<file path="src/rtl/dfare_pkg.sv">
package dfare_pkg;

  // Parse phases, one-hot
  typedef enum logic [6:0] {
    PH_HEADER = 7'b0000001,
    PH_QNAME  = 7'b0000010,
    PH_QTAIL  = 7'b0000100,
    PH_ANAME  = 7'b0001000,
    PH_AFIXED = 7'b0010000,
    PH_ADATA  = 7'b0100000,
    PH_DONE   = 7'b1000000
  } phase_t;

  // DNS framing constants
  localparam logic [3:0]  HDR_QD_HI     = 4'd4;
  localparam logic [3:0]  HDR_QD_LO     = 4'd5;
  localparam logic [3:0]  HDR_AN_HI     = 4'd6;
  localparam logic [3:0]  HDR_AN_LO     = 4'd7;
  localparam logic [3:0]  HDR_LAST      = 4'd11;
  localparam logic [3:0]  FIX_TYPE_LAST = 4'd1;
  localparam logic [3:0]  FIX_LEN_FIRST = 4'd8;
  localparam logic [3:0]  FIX_LAST      = 4'd9;
  localparam logic [3:0]  POS_PENDING   = 4'd1;
  localparam logic [15:0] QTAIL_BYTES   = 16'd4;
  localparam logic [15:0] TYPE_A        = 16'd1;
  localparam logic [15:0] ADDR_BYTES    = 16'd4;
  localparam logic [1:0]  PTR_MARK      = 2'b11;

  // One finished result
  typedef struct packed {
    logic [31:0] addr;
    logic        found;
  } result_t;

endpackage

</file>
<file path="src/rtl/dfare_parser.sv">
module dfare_parser
  import dfare_pkg::*;
(
  input  logic       clk,
  input  logic       rst,
  input  logic       consume,
  input  logic [7:0] byte_in,
  input  logic       eop,
  output result_t    result
);

  phase_t      phase, phase_next;
  logic [3:0]  fpos, fpos_next;
  logic [15:0] qleft, qleft_next;
  logic [15:0] aleft, aleft_next;
  logic [15:0] skip, skip_next;
  logic [15:0] rtype, rtype_next;
  logic [15:0] rlen, rlen_next;
  logic [31:0] addr, addr_next;
  logic        found, found_next;

  // name walker, shared by question and answer names
  logic        name_done;
  logic [3:0]  name_fpos;
  logic [15:0] name_skip;
  logic [15:0] skip_dec;

  assign skip_dec = skip - 16'd1;

  function automatic phase_t section_after(input logic [15:0] q, input logic [15:0] a);
    phase_t p;
    if (q != '0) p = PH_QNAME;
    else if (a != '0) p = PH_ANAME;
    else p = PH_DONE;
    return p;
  endfunction

  always_comb begin
    name_done = 1'b0;
    name_fpos = fpos;
    name_skip = skip;
    if (fpos == POS_PENDING) begin
      // second byte of a compression pointer
      name_done = 1'b1;
      name_fpos = '0;
    end else if (skip != '0) begin
      name_skip = skip_dec;
    end else if (byte_in == '0) begin
      name_done = 1'b1;
    end else if (byte_in[7:6] == PTR_MARK) begin
      name_fpos = POS_PENDING;
    end else begin
      name_skip = {8'd0, byte_in};
    end
  end

  // per-byte next state
  always_comb begin
    phase_next = phase;
    fpos_next  = fpos;
    qleft_next = qleft;
    aleft_next = aleft;
    skip_next  = skip;
    rtype_next = rtype;
    rlen_next  = rlen;
    addr_next  = addr;
    found_next = found;
    case (phase)
      PH_HEADER: begin
        if (fpos == HDR_QD_HI || fpos == HDR_QD_LO) begin
          qleft_next = {qleft[7:0], byte_in};
        end else if (fpos == HDR_AN_HI || fpos == HDR_AN_LO) begin
          aleft_next = {aleft[7:0], byte_in};
        end
        if (fpos >= HDR_LAST) begin
          phase_next = section_after(qleft_next, aleft_next);
          fpos_next  = '0;
          skip_next  = '0;
        end else begin
          fpos_next = fpos + 4'd1;
        end
      end
      PH_QNAME: begin
        if (name_done) begin
          phase_next = PH_QTAIL;
          skip_next  = QTAIL_BYTES;
          fpos_next  = '0;
        end else begin
          fpos_next = name_fpos;
          skip_next = name_skip;
        end
      end
      PH_QTAIL: begin
        skip_next = skip_dec;
        if (skip_dec == '0) begin
          qleft_next = qleft - 16'd1;
          phase_next = section_after(qleft_next, aleft);
          fpos_next  = '0;
          skip_next  = '0;
        end
      end
      PH_ANAME: begin
        if (name_done) begin
          phase_next = PH_AFIXED;
          fpos_next  = '0;
          skip_next  = '0;
        end else begin
          fpos_next = name_fpos;
          skip_next = name_skip;
        end
      end
      PH_AFIXED: begin
        if (fpos <= FIX_TYPE_LAST) begin
          rtype_next = {rtype[7:0], byte_in};
        end else if (fpos >= FIX_LEN_FIRST) begin
          rlen_next = {rlen[7:0], byte_in};
        end
        if (fpos >= FIX_LAST) begin
          phase_next = PH_ADATA;
          if (rtype_next == TYPE_A && rlen_next == ADDR_BYTES) begin
            fpos_next = POS_PENDING;
            skip_next = ADDR_BYTES;
          end else begin
            fpos_next = '0;
            skip_next = rlen_next;
            if (rlen_next == '0) begin
              // empty data: record ends here
              aleft_next = aleft - 16'd1;
              phase_next = section_after(qleft, aleft_next);
            end
          end
        end else begin
          fpos_next = fpos + 4'd1;
        end
      end
      PH_ADATA: begin
        skip_next = skip_dec;
        if (fpos == POS_PENDING) begin
          addr_next = {addr[23:0], byte_in};
          if (skip_dec == '0) begin
            found_next = 1'b1;
            phase_next = PH_DONE;
            fpos_next  = '0;
          end
        end else if (skip_dec == '0) begin
          aleft_next = aleft - 16'd1;
          phase_next = section_after(qleft, aleft_next);
          fpos_next  = '0;
          skip_next  = '0;
        end
      end
      default: begin
      end
    endcase
  end

  // result for the end-marked byte
  assign result.found = found_next;
  assign result.addr  = found_next ? addr_next : '0;

  always_ff @(posedge clk) begin
    if (rst || (consume && eop)) begin
      phase <= PH_HEADER;
      fpos  <= '0;
      qleft <= '0;
      aleft <= '0;
      skip  <= '0;
      rtype <= '0;
      rlen  <= '0;
      addr  <= '0;
      found <= 1'b0;
    end else if (consume) begin
      phase <= phase_next;
      fpos  <= fpos_next;
      qleft <= qleft_next;
      aleft <= aleft_next;
      skip  <= skip_next;
      rtype <= rtype_next;
      rlen  <= rlen_next;
      addr  <= addr_next;
      found <= found_next;
    end
  end

endmodule

</file>
<file path="src/rtl/dfare_out_stage.sv">
module dfare_out_stage
  import dfare_pkg::*;
(
  input  logic        clk,
  input  logic        rst,
  input  logic        load,
  input  result_t     result,
  output logic        free,
  output logic        result_valid,
  input  logic        result_ready,
  output logic [31:0] ipv4_address,
  output logic        address_found
);

  // slot can take a new result when empty or being drained this cycle
  assign free = !result_valid || result_ready;

  always_ff @(posedge clk) begin
    if (rst) begin
      result_valid <= 1'b0;
    end else if (load) begin
      result_valid <= 1'b1;
    end else if (result_ready) begin
      result_valid <= 1'b0;
    end
  end

  always_ff @(posedge clk) begin
    if (load) begin
      ipv4_address  <= result.addr;
      address_found <= result.found;
    end
  end

endmodule

</file>
<file path="src/rtl/dns_first_a_record_extractor.sv">
// Streams a DNS response in one byte per transaction (end_of_packet on the
// last byte) and, for every packet, returns one result transaction holding
// the address of the first A record with data length 4, or 0 with
// address_found low if there is none or the packet was cut short. A byte is
// accepted every cycle; each byte goes through an input register and the
// combinational parse logic, and the last byte also loads the result
// register, which presents the result. Input stalls only while a result
// is held with result_ready low and the next end-marked byte needs the
// result register.
module dns_first_a_record_extractor
  import dfare_pkg::*;
(
  input  logic        clk,
  input  logic        rst,
  input  logic        packet_valid,
  output logic        packet_ready,
  input  logic [7:0]  packet_byte,
  input  logic        end_of_packet,
  output logic        result_valid,
  input  logic        result_ready,
  output logic [31:0] ipv4_address,
  output logic        address_found
);

  logic       in_valid;
  logic [7:0] in_byte;
  logic       in_eop;
  logic       advance;
  logic       out_free;
  result_t    result;

  // byte leaves the input register unless it closes a packet and the
  // result slot is occupied
  assign advance      = in_valid && (!in_eop || out_free);
  assign packet_ready = !in_valid || advance;

  always_ff @(posedge clk) begin
    if (rst) begin
      in_valid <= 1'b0;
    end else if (packet_ready) begin
      in_valid <= packet_valid;
    end
  end

  always_ff @(posedge clk) begin
    if (packet_ready && packet_valid) begin
      in_byte <= packet_byte;
      in_eop  <= end_of_packet;
    end
  end

  dfare_parser u_parser (
    .clk     (clk),
    .rst     (rst),
    .consume (advance),
    .byte_in (in_byte),
    .eop     (in_eop),
    .result  (result)
  );

  dfare_out_stage u_out (
    .clk           (clk),
    .rst           (rst),
    .load          (advance && in_eop),
    .result        (result),
    .free          (out_free),
    .result_valid  (result_valid),
    .result_ready  (result_ready),
    .ipv4_address  (ipv4_address),
    .address_found (address_found)
  );

  // a not-found result always carries a zero address
  a_zero_addr: assert property (@(posedge clk) disable iff (rst)
    result_valid && !address_found |-> ipv4_address == '0)
    else $error("not-found result with nonzero address");

  // held end byte must stall input while the result slot is blocked
  a_stall_on_full: assert property (@(posedge clk) disable iff (rst)
    in_valid && in_eop && result_valid && !result_ready |-> !packet_ready)
    else $error("input accepted while end byte is blocked");

  // reset empties both registers
  a_reset_empty: assert property (@(posedge clk)
    rst |=> !result_valid && !in_valid)
    else $error("pipeline not empty after reset");

endmodule

</file>
<file path="config.mk">
export PLATFORM = sky130hd
export DESIGN_NAME = dns_first_a_record_extractor
export DESIGN_NICKNAME = d
export VERILOG_FILES = /design/src/rtl/dfare_pkg.sv /design/src/rtl/dfare_parser.sv /design/src/rtl/dfare_out_stage.sv /design/src/rtl/dns_first_a_record_extractor.sv
export SDC_FILE = /design/constraint.sdc
export NUM_CORES = 1
export LEC_CHECK = 0
export BUFFER_PORTS_ARGS = -buffer_cell sky130_fd_sc_hd__buf_2
export CORE_MARGIN = 5
export CORE_UTILIZATION = 41
export DETAILED_ROUTE_END_ITERATION = 10
export GPL_TIMING_DRIVEN = 0
export PLACE_DENSITY = 0.6
export SETUP_SLACK_MARGIN = 0.05
export SYNTH_ARGS = -nofsm -noshare
export SYNTH_HDL_FRONTEND = slang
export SYNTH_SLANG_ARGS = --single-unit
</file>
<file path="constraint.sdc">
create_clock -name clk -period 4.2 [get_ports clk]
set_input_delay 0.42 -clock clk [delete_from_list [all_inputs] [get_ports clk]]
set_output_delay 0.42 -clock clk [all_outputs]
set_load 0.05 [all_outputs]
</file>
==> results by group, run 1 <==
Final layout
  – Nets@finish: approximately 1300
  – Most common cell after layout, fill and taps aside: nand2_1
  – Fill cells: between 2000 and 2500
  – ANT cells: 0
  – Area delta synth->final: 12.42%
  – Fraction of layout cells with a size suffix above 1: 0.1186
  – Area of the multi-input gates: approximately 0.0055 mm^2
  – Register area: between 0.003 and 0.004 mm^2
  – Most frequent cells in the layout: nand2_1, a21oi_1, dfxtp_1

Routing
  – DR DRC count: 0
  – Vias per std cell: between 6 and 7
  – WL final: 31.98 mm
  – WL per Instance: about 20 um
  – Met3 WL post-DR: slightly below 2 mm
  – Met2 wire length: ~15 mm
  – Met1 wire length: around 15 mm
  – First-pass detailed-route iteration total: 5
  – Top Metal Used: met4
  – Antenna Nets Post-Route: 0
  – Routed vias: a little under 10000
  – Initial DRC Count: 895

Clock network
  – Root buffer cell: clkbuf_16
  – H-Tree Depth: 4
  – CTS max path bufs: 2
  – Clk_lat worst skew: 0.45 ns
  – Number of clock sinks: about 170
  – Clk slew on worst S/H paths: about 0.080 ns
  – Cts bufs inserted: 17
  – CTS tree: done

Power
  – Total power: between 3 and 4 mW
  – Leak: ~3.8 nW
  – Worst vdd ir: between 0.0002 and 0.0003 V
  – Power per cell area: around 310 mW/mm^2

Critical path
  – CP delay by family, top: compound AO/OA/AOI/OAI gates
  – Setup CP Type: flop to flop
  – Cells along the critical path: inv_1 > ha_1 > or3b_1 > buf_2 > o32ai_4 > a32oi_2 > nor4_2 > a21oi_1 > a211oi_2 > o221a_2
  – Worst path required time: approximately 4.6 ns
  – CP startpoint kind: flop
  – Worst EP arrival: ~4.3 ns
  – Worst path max stage delay: approximately 0.65 ns
  – Worst Path Buf+Inv: 2
  – CP max FO: 10
  – Crit path capture type: flop
  – Crit path max-delay cell type: nor4_2

Synthesis
  – Sequential fraction of the synthesis area: 0.3861
  – Synth Warn #: 0
  – Synth area leader: dfxtp_1
  – Top cells by area, synth: dfxtp_1, edfxtp_1, nand2_1
  – Syn Inst Count: 1228
  – Mapped Nets: between 1000 and 1500
  – Number of synthesized register bits: between 150 and 200
  – EDFF count, synth: 42
  – Synth Flop Type: dfxtp_1
  – Yosys top cell area share: 0.2574
  – Synth cell types: 90
  – Avg Synthesized Cell Area: between 7 and 8 um^2
  – Synth Cell Area: 0.009799 mm^2
  – Share of synthesized registers carrying an async set or reset: 0

Place
  – DP Wirelength: about 23 mm
  – Final GP Congestion: 0.9416
  – PortBufs: 47
  – Post-Place Setup Slack: around 0.11 ns

Timing
  – Tcrit/Tclk final: 0.9395
  – F_max: approximately 250 MHz
  – Worst Max-Slew Pin Slew: ~1.1 ns
  – Final setup fails: 0
  – Setup ws final: between 0.2 and 0.3 ns
  – Hold Violations, Final: 0
  – Max-slew violations: 0
  – RSZ-0062 raised after global routing: true
  – Clock Skews: ~0.012 ns
  – Crit path time final: between 3 and 4 ns
  – Slew headroom: 0.2239
  – Setup Total Neg Slack: 0 ns

Floorplan
  – Initial Utilization: 0.4175
  – Die area: between 0.02 and 0.03 mm^2
  – # rows: between 50 and 60
  – Die height: around 160 um
  – Top-Level Pins: between 40 and 50
  – Die width: around 160 um
  – Total core area: 0.02347 mm^2

Global route
  – GRT overflow: 0
  – GRT Total Usage: 0.2347
  – Number of global-route vias before repair: roughly 9000
  – First-pass GRT wire length: ~50 mm
  – Largest net degree at the start of global routing: 36
  – Initial antenna violation count: 0

Outcome
  – Run status: completed

Flow run
  – Max-Cap Viols: 0

Min path
  – Type of the most critical hold path: input pin to flop
[cell families after synthesis]
family                     after synthesis  share of synthesized area
muxes                                   18                    0.01992
xor gates and xnor gates                12                    0.01073
buffers and inverters                  119                    0.05158
and+or+nand+nor                        540                     0.2692
DFF                                    168                     0.3861
AOI/OAI and AO/OA                      358                     0.2459
adders and majority gates               13                    0.01660
[routing by layer]
layer / up-vias / track usage
li1: 4652 / -
met4: 0 / 0.06919
met2: 368 / 0.3716
met1: 4714 / 0.3327
met5: - / 0
met3: 49 / 0.03519
[worst reg2reg max path, delay by kind of cell (launching register included)]
kind                     cells  cell delay [ns]
AO/OA/AOI/OAI                5             1.71
adder cells (fa/ha/maj)      1             0.38
buffers and inverters        2             0.39
flip-flops                   1             0.38
AND/OR/NAND/NOR              2             1.02
[synth_stat cells, drive strengths merged (11+ instances only)]
cell type	n
o31ai	12
nand2	252
dfxtp	126
nor4	24
a31oi	26
buf	20
edfxtp	42
ha	13
nand3	41
a21oi	140
nor3b	11
nor2	62
or3	19
nor3	46
clkbuf	79
or4	15
mux2	12
and3	11
o211ai	13
inv	20
o21ai	48
[cell type report]
type | instances | share of cell area
plain buffers | 99 | 0.03907
clock buffers | 18 | 0.03896
clock inverters | 14 | 0.01340
inverters | 20 | 0.006814
multi-input cells | 941 | 0.5007
flip-flops and latches | 168 | 0.3434
well taps | 319 | 0.03623
repair buffers | 47 | 0.02135
[state kept, by name, summed over array words and instances, names as in the netlist, 7 cells and up]
signal              cells
u_parser.aleft         16
u_parser.rtype         16
u_parser.skip          16
u_parser.qleft         16
in_byte                 8
u_out.ipv4_address     32
u_parser.addr          32
u_parser.rlen          16
u_parser.phase          7
[where the power goes]
part	internal [mW]	leakage (nW)	switching [mW]	total, mW
sequential	1.66	1.47	0.00721	1.67
clock	0.798	0.285	0.781	1.58
combinational	0.0440	2.03	0.133	0.177
[metrics by stage]
| step | hold WS (ns) | util | std cells | instance area [um^2] |
|---|---|---|---|---|
| 2_1_floorplan | 0.4308 | - | 1228 | 9799 |
| 3_3_place_gp | 0.4419 | 0.4445 | 1594 | 10430 |
| 3_5_place_dp | 0.4465 | 0.4446 | 1594 | 10440 |
| 4_1_cts | 0.1377 | 0.4691 | 1626 | 11010 |
| 5_1_grt | 0.1384 | 0.4694 | 1626 | 11020 |
| 6_report | 0.1441 | 0.4694 | 1626 | 11020 |
[what timing repair did]
action	4_1_cts	5_1_grt
endpoints found under the hold margin	0	0
gates resized for setup	0	1
setup endpoints to repair	0	43
hold buffers	0	0
buffers inserted	0	0
[worst paths after layout]
kind,from,end,slack [ns],depth (start not counted)
hold reg to reg,u_parser.rtype[11],u_parser.rtype[11],0.45,2
setup / recovery,u_parser.skip[0],u_parser.aleft[2],0.25,10
hold / removal,packet_byte[0],in_byte[0],0.14,1
setup reg to reg,u_parser.skip[0],u_parser.aleft[2],0.25,10
Power figures use the tool's default switching activity.
==> run 2: changes to the inputs <==
SYNTH_HIERARCHICAL = 1   (was default)
==> run 2 against run 1 <==
Net effect:
- worst hold slack improved by 0.013 ns
- setup slack improved by 0.081 ns
- critical path depth rose by 2
- synthesized area is 5.3% lower
- synthesized cell count is 6.9% lower
- clock power grew 6%
- maximum frequency rose by 2.1%
- register-to-register slack improved by 0.08 ns
- critical endpoint is now u_parser/qleft[8]
- largest cell class unchanged
==> results by group, run 2 <==
Outcome
  – Run status: completed

Critical path
  – Crit path capture type: flop
  – CP max FO: 10 (unchanged)
  – Worst Path Buf+Inv: 5 (+3)
  – FF-to-FF path depth: 12 (+2)
  – CP startpoint kind: flop
  – Worst EP arrival: 4.16 ns (-0.17 ns)
  – Worst R2R Setup Slack: 0.33 ns (+0.08 ns)
  – Worst path max stage delay: 0.60 ns (-0.05 ns)
  – CP delay by family, top: buffers and inverters
  – Worst reg2reg path startpoint: u_parser/skip[0]
  – Crit path max-delay cell type: or4b_1
  – Cells along the critical path: clkbuf_1 > inv_1 > ha_1 > clkbuf_1 > or4b_1 > nor4_1 > xnor2_1 > nand3_1 > o41ai_4 > buf_4 > clkbuf_1 > a211oi_1
  – Reg-to-reg endpoint: u_parser/qleft[8]
  – Worst path required time: 4.49 ns (-0.10 ns)
  – Setup CP Type: flop to flop
  – Most frequent CP cell: clkbuf_1

Power
  – Leak: 3.840 nW (+1.3%)
  – Power share of the clock group: 0.478 (+0.017)
  – Sw frac: 0.2752 (+0.006273)
  – Total power: 3.496 mW (+2.1%)
  – Internal: 2.534 mW (+1.2%)
  – Switch Pwr: 0.9621 mW (+4.5%)
  – Reg power frac: 0.477 (-0.010)
  – Worst vdd ir: 0.0002485 V (-1.6%)
  – Logic gate share of total power: 0.046 (-0.006)
  – Power per cell area: 331.8 mW/mm^2 (+6.7%)

Final layout
  – Most frequent cells in the layout: nand2_1, dfxtp_1, a21oi_1
  – ANT cells: 0 (unchanged)
  – Fill cells: 2235 (-3.5%)
  – Regs by FF count: u_out/ipv4_address x32, u_parser/addr x32
  – Nets@finish: 1235 (-6.4%)
  – Fraction of layout cells with a size suffix above 1: 0.1102 (-0.008388)
  – Area of the multi-input gates: 0.005054 mm^2 (-8.4%)
  – Most common cell after layout, fill and taps aside: nand2_1
  – Area delta synth->final: 13.55%
  – Fin area: 0.01054 mm^2 (-4.3%)
  – Register area: 0.003784 mm^2 (unchanged)

Synthesis
  – Yosys top cell area share: 0.2718 (+0.01437)
  – Avg Synthesized Cell Area: 8.120 um^2 (+1.8%)
  – Synth Warn #: 6 (+6)
  – Synth Flop Type: dfxtp_1
  – EDFF count, synth: 42 (unchanged)
  – Synth cell types: 89 (-1.1%)
  – Mapped Nets: 1166 (-7.0%)
  – Most common library cells after synthesis: nand2_1, a21oi_1, dfxtp_1
  – Most common cell in the synthesized netlist: nand2_1
  – Syn Inst Count: 1143 (-6.9%)
  – Sequential fraction of the synthesis area: 0.4077 (+0.02155)
  – Synth area leader: dfxtp_1
  – Top cells by area, synth: dfxtp_1, edfxtp_1, nand2_1
  – Number of synthesized register bits: 168 (unchanged)
  – Synth Cell Area: 0.009281 mm^2 (-5.3%)
  – Share of synthesized registers carrying an async set or reset: 0 (unchanged)

Global route
  – First-pass GRT wire length: 46.03 mm (-8.2%)
  – GRT Total Usage: 0.2200 (-0.01469)
  – GRT overflow: 0 (unchanged)
  – Largest net degree at the start of global routing: 35 (-2.8%)
  – Initial antenna violation count: 0 (unchanged)
  – Number of global-route vias before repair: 8255 (-7.4%)

Place
  – Post-Place Setup Slack: 0.2832 ns (+0.1712 ns)
  – PortBufs: 47 (unchanged)
  – Placed Area: 0.009873 mm^2 (-5.4%)
  – DP Wirelength: 20.95 mm (-8.4%)
  – Final GP Congestion: 0.9555 (+1.5%)

Routing
  – Initial DRC Count: 768 (-14%)
  – Antenna Nets Post-Route: 0 (unchanged)
  – WL per Instance: 19.28 um (-2.0%)
  – Vias per std cell: 5.934 (-1.4%)
  – WL final: 29.11 mm (-9.0%)
  – First-pass detailed-route iteration total: 7 (+2)
  – Routed vias: 8960 (-8.4%)
  – DR DRC count: 0 (unchanged)

Floorplan
  – Top-Level Pins: 48 (unchanged)
  – Die area: 0.02575 mm^2 (-5.0%)
  – Die width: 160.5 um (-2.5%)
  – Initial Utilization: 0.4137 (-0.003764)
  – Die height: 160.5 um (-2.5%)
  – # rows: 55 (-1.8%)
  – Total core area: 0.02243 mm^2 (-4.4%)

Timing
  – Setup Total Neg Slack: 0 ns (unchanged)
  – Max-slew violations: 0 (unchanged)
  – Worst Max-Slew Pin Slew: 1.260 ns (+0.1256 ns)
  – WHS: 0.1576 ns (+0.01345 ns)
  – Clock Skews: 0.01113 ns (-0.0007942 ns)
  – Hold Violations, Final: 0 (unchanged)
  – Final setup fails: 0 (unchanged)
  – RSZ-0062 raised after global routing: false
  – Setup ws final: 0.3348 ns (+0.08092 ns)
  – F_max: 258.7 MHz (+2.1%)
  – Tcrit/Tclk final: 0.9203 (-0.01927)
  – Slew headroom: 0.1597 (-0.06417)
  – Crit path time final: 3.865 ns (-0.08092 ns)

Clock network
  – Clk slew on worst S/H paths: 0.08 ns (about the same)
  – Number of clock sinks: 168 (unchanged)
  – CTS max path bufs: 2 (unchanged)
  – H-Tree Depth: 4 (unchanged)
  – CTS tree: done
  – Clk_lat worst skew: 0.43 ns (-0.02 ns)
  – Root buffer cell: clkbuf_16
  – Cts bufs inserted: 17 (unchanged)

Min path
  – Worst hold path startpoint: packet_byte[4]
  – Hold path cells: 1 (unchanged)
  – WHS Endpoint: in_byte[4]
  – Type of the most critical hold path: input pin to flop

Flow run
  – Max-Cap Viols: 0 (unchanged)
run 2: changes by cell type after synthesis, moves of 12 or more:
cell,delta
a21oi_1,-14
nand3_1,-18
o21ai_1,+12
a211oi_1,+15
nand2_1,-32
mux2i_1,+20
run 2: worst register-to-register path, stage by stage (launching register included):
cell,delay [ns]
dfxtp_1,0.32
clkbuf_1,0.21
inv_1,0.13
ha_1,0.14
clkbuf_1,0.34
or4b_1,0.61
nor4_1,0.27
xnor2_1,0.28
nand3_1,0.28
o41ai_4,0.41
buf_4,0.21
clkbuf_1,0.39
a211oi_1,0.16
run 2: repair_timing:
item | 4_1_cts | 5_1_grt
resized for setup | 0 | 2
buffers inserted | 0 | 3
hold buffers | 0 | 0
setup endpoints to repair | 0 | 20
run 2: power groups by stage:
stage | Clock, mW | Sequential (mW) | Combinational, mW
after floorplan | 0 | 1.71 | 0.0871
after global placement | 0 | 1.70 | 0.154
after detailed placement | 0 | 1.70 | 0.155
after CTS | 1.70 | 1.67 | 0.156
after global routing | 1.77 | 1.67 | 0.169
final | 1.67 | 1.67 | 0.160
run 2: worst max path at each step:
stage	depth (start not counted)	slack (ns)	start	to
2_1_floorplan	12	1.10	u_parser/skip[0]	u_parser/qleft[2]
3_3_place_gp	12	0.32	u_parser/skip[0]	u_parser/qleft[6]
3_5_place_dp	12	0.28	u_parser/skip[0]	u_parser/qleft[6]
4_1_cts	12	0.26	u_parser/skip[0]	u_parser/qleft[6]
5_1_grt	12	0.06	u_parser/skip[0]	u_parser/qleft[6]
6_report	12	0.33	u_parser/skip[0]	u_parser/qleft[8]
run 2: area by class of cell:
class,count,share of cell area
flip-flops and latches,168,0.3590
plain buffers,82,0.03265
clock inverters,15,0.02054
repair buffers,50,0.02446
multi-input cells,866,0.4795
clock buffers,17,0.04037
well taps,285,0.03384
inverters,27,0.009616
run 2: cell families after synthesis:
| kind of cell | after synthesis | share of synthesized area |
|---|---|---|
| and+or+nand+nor | 480 | 0.2495 |
| AOI/OAI and AO/OA | 329 | 0.2325 |
| DFF | 168 | 0.4077 |
| buffers and inverters | 109 | 0.04786 |
| muxes | 30 | 0.03289 |
| xor gates and xnor gates | 17 | 0.01604 |
| adders and majority gates | 10 | 0.01348 |
run 2: stage by stage:
stage                     utilization  cells
after global routing           0.4698   1510
final                          0.4698   1510
after floorplan                     -   1143
after global placement         0.4401   1475
after CTS                      0.4687   1507
after detailed placement       0.4401   1475
run 2: layer usage:
layer / vias up / global-route usage / wire length (um)
li1: 4326 / - / -
met1: 4286 / 0.3086 / 13460
met2: 304 / 0.3494 / 13300
met3: 44 / 0.03336 / 1722
met4: 0 / 0.07000 / 626
met5: - / 0 / 0
==> run 3: changes to the inputs <==
CORE_MARGIN = default   (was 5)
SYNTH_HIERARCHICAL = default   (was 1)
==> run 3 against run 2 <==
Net effect:
- setup slack lost 0.027 ns
- clock-buffer cell count increased by 1
- global-route usage grew 4.1 points
- sequential share of layout area fell by 1.6 points
- die area fell by 4.7%
- routed wire length increased by 7.3%
==> results by group, run 3 (synthesis results as in run 1) <==
Outcome
  – Run status: completed

Timing
  – Worst Max-Slew Pin Slew: 1.127 ns (-0.1330 ns)
  – Crit path time final: 3.893 ns (+0.02744 ns)
  – Setup Total Neg Slack: 0 ns (unchanged)
  – Slew headroom: 0.2290 (+0.06925)
  – Max-slew violations: 0 (unchanged)
  – Clock Skews: 0.01353 ns (+0.002396 ns)
  – Hold Violations, Final: 0 (unchanged)
  – F_max: 256.9 MHz (-0.71%)
  – Tcrit/Tclk final: 0.9268 (+0.006533)
  – RSZ-0062 raised after global routing: true
  – Final setup fails: 0 (unchanged)

Power
  – Leak: 3.789 nW (-1.3%)
  – Power per cell area: 310.5 mW/mm^2 (-6.4%)
  – Worst vdd ir: 0.0002496 V (+0.43%)
  – Total power: 3.422 mW (-2.1%)

Routing
  – Routed vias: 9697 (+8.2%)
  – WL per Instance: 19.21 um (-0.34%)
  – Initial DRC Count: 1024 (+33%)
  – Vias per std cell: 5.964 (+0.50%)
  – Antenna Nets Post-Route: 0 (unchanged)
  – First-pass detailed-route iteration total: 5 (-2)
  – WL final: 31.24 mm (+7.3%)
  – DR DRC count: 0 (unchanged)

Critical path
  – Critical Path Start: u_parser.skip[0]
  – Crit path capture type: flop
  – CP max FO: 10 (unchanged)
  – Worst path required time: 4.36 ns (-0.13 ns)
  – Worst reg2reg path startpoint: u_parser.skip[0]
  – Setup CP Type: flop to flop
  – FF-to-FF path depth: 9 (-3)
  – Worst R2R Setup Slack: 0.31 ns (-0.03 ns)
  – CP startpoint kind: flop
  – Reg-to-reg endpoint: u_out.ipv4_address[30]
  – Worst EP arrival: 4.05 ns (-0.11 ns)

Final layout
  – Fraction of layout cells with a size suffix above 1: 0.1186 (+0.008388)
  – Regs by FF count: u_out.ipv4_address x32, u_parser.addr x32
  – ANT cells: 0 (unchanged)
  – Area delta synth->final: 12.47%
  – Nets@finish: 1320 (+6.9%)
  – Fill cells: 2316 (+3.6%)
  – Most common cell after layout, fill and taps aside: nand2_1
  – Most frequent cells in the layout: nand2_1, a21oi_1, dfxtp_1

Floorplan
  – Die height: 156.6 um (-2.4%)
  – Total core area: 0.02347 mm^2 (+4.6%)
  – Die width: 156.6 um (-2.4%)
  – Initial Utilization: 0.4175 (+0.003764)
  – Top-Level Pins: 48 (unchanged)
  – # rows: 56 (+1.8%)
  – Die area: 0.02452 mm^2 (-4.7%)

Global route
  – GRT met1 Usage: 0.3650 (+0.05644)
  – First-pass GRT wire length: 49.56 mm (+7.7%)
  – GRT Total Usage: 0.2607 (+0.04074)
  – Busiest grt layer: met2
  – Initial antenna violation count: 0 (unchanged)
  – Largest net degree at the start of global routing: 36 (+2.9%)
  – Number of global-route vias before repair: 9000 (+9.0%)
  – GR met3 Demand/Resource: 0.04459 (+0.01123)
  – M2 GR Usage: 0.3997 (+0.05027)
  – GRT overflow: 0 (unchanged)

Clock network
  – Clk_lat worst skew: 0.45 ns (+0.02 ns)
  – Root buffer cell: clkbuf_16
  – H-Tree Depth: 4 (unchanged)
  – Cts bufs inserted: 17 (unchanged)
  – Clk slew on worst S/H paths: 0.08 ns (about the same)
  – Number of clock sinks: 168 (unchanged)
  – CTS max path bufs: 2 (unchanged)
  – CTS tree: done
  – Hold-fix buffers, CTS: 0 (unchanged)

Place
  – DP Wirelength: 22.37 mm (+6.8%)
  – PortBufs: 47 (unchanged)
  – Final GP Congestion: 0.9600 (+0.47%)

Min path
  – Worst hold path startpoint: packet_byte[4]
  – Type of the most critical hold path: input pin to flop
  – Hold path cells: 1 (unchanged)
  – WHS Endpoint: in_byte[4]

Flow run
  – Max-Cap Viols: 0 (unchanged)
-- run 3: cell types whose count changed in the layout (fill, tap and decap cells not counted), sizes merged, moves of 8 or more --
cell	change
nand2	+34
mux2	+8
mux2i	-20
nand3	+18
a21oi	+11
clkbuf	+13
nor2	-9
a211oi	-14
-- run 3: area by class of cell --
class	instances	area, um^2	area share
Buffer	99	430.4	0.03905
Clock buffer	18	429.2	0.03894
Clock inverter	14	152.6	0.01385
Inverter	20	75.07	0.006811
Multi-Input combinational cell	941	5517	0.5005
Sequential cell	168	3784	0.3433
Tap cell	319	399.1	0.03621
Timing Repair Buffer	47	235.2	0.02134
-- run 3: through the flow --
step / utilization / cell area (um^2) / setup slack (ns) / instances / hold WS (ns)
final: 0.4696 / 11020 / 0.3074 / 1626 / 0.1457
after floorplan: - / 9799 / 1.184 / 1228 / 0.4308
after CTS: 0.4694 / 11020 / 0.08832 / 1626 / 0.1421
after global routing: 0.4696 / 11020 / 0.03462 / 1626 / 0.1330
after detailed placement: 0.4446 / 10440 / 0.1177 / 1594 / 0.4470
after global placement: 0.4445 / 10430 / 0.1102 / 1594 / 0.4415
-- run 3: where the power goes --
part | internal [mW] | switching, mW | leakage [nW] | total [mW]
logic | 0.0440 | 0.131 | 2.03 | 0.175
clock network | 0.797 | 0.780 | 0.286 | 1.58
registers | 1.66 | 0.00741 | 1.47 | 1.67
-- run 3: repair_timing --
action	in CTS	in global routing
endpoints found under the hold margin	0	0
setup buffers	0	0
resized for setup	0	1
setup endpoints to repair	0	46
-- run 3: how the worst max path moves through the flow --
stage	cells after the start	slack, ns	endpoint
after global placement	9	0.11	u_out.ipv4_address[30]
after CTS	9	0.09	u_out.ipv4_address[30]
after detailed placement	9	0.12	u_out.ipv4_address[30]
final	9	0.31	u_out.ipv4_address[30]
after floorplan	11	1.18	u_parser.aleft[2]
after global routing	9	0.03	u_out.ipv4_address[30]
-- run 3: metal layers --
layer	vias to the layer above	share of wire	routed length [um]
li1	4651	-	-
met1	4612	0.46	14230
met2	372	0.45	13940
met3	62	0.069	2167
met4	0	0.029	894
met5	-	0	0
-- run 3: worst max-delay path, cell delays in order (launching register included) --
cell and delay [ns]:
dfxtp_1 0.39, inv_1 0.20, ha_1 0.35, nor3b_2 0.53, o211ai_1 0.16, a22oi_2 0.46, inv_1 0.27, a31oi_1 0.62
clkbuf_1 0.49, a21oi_1 0.13
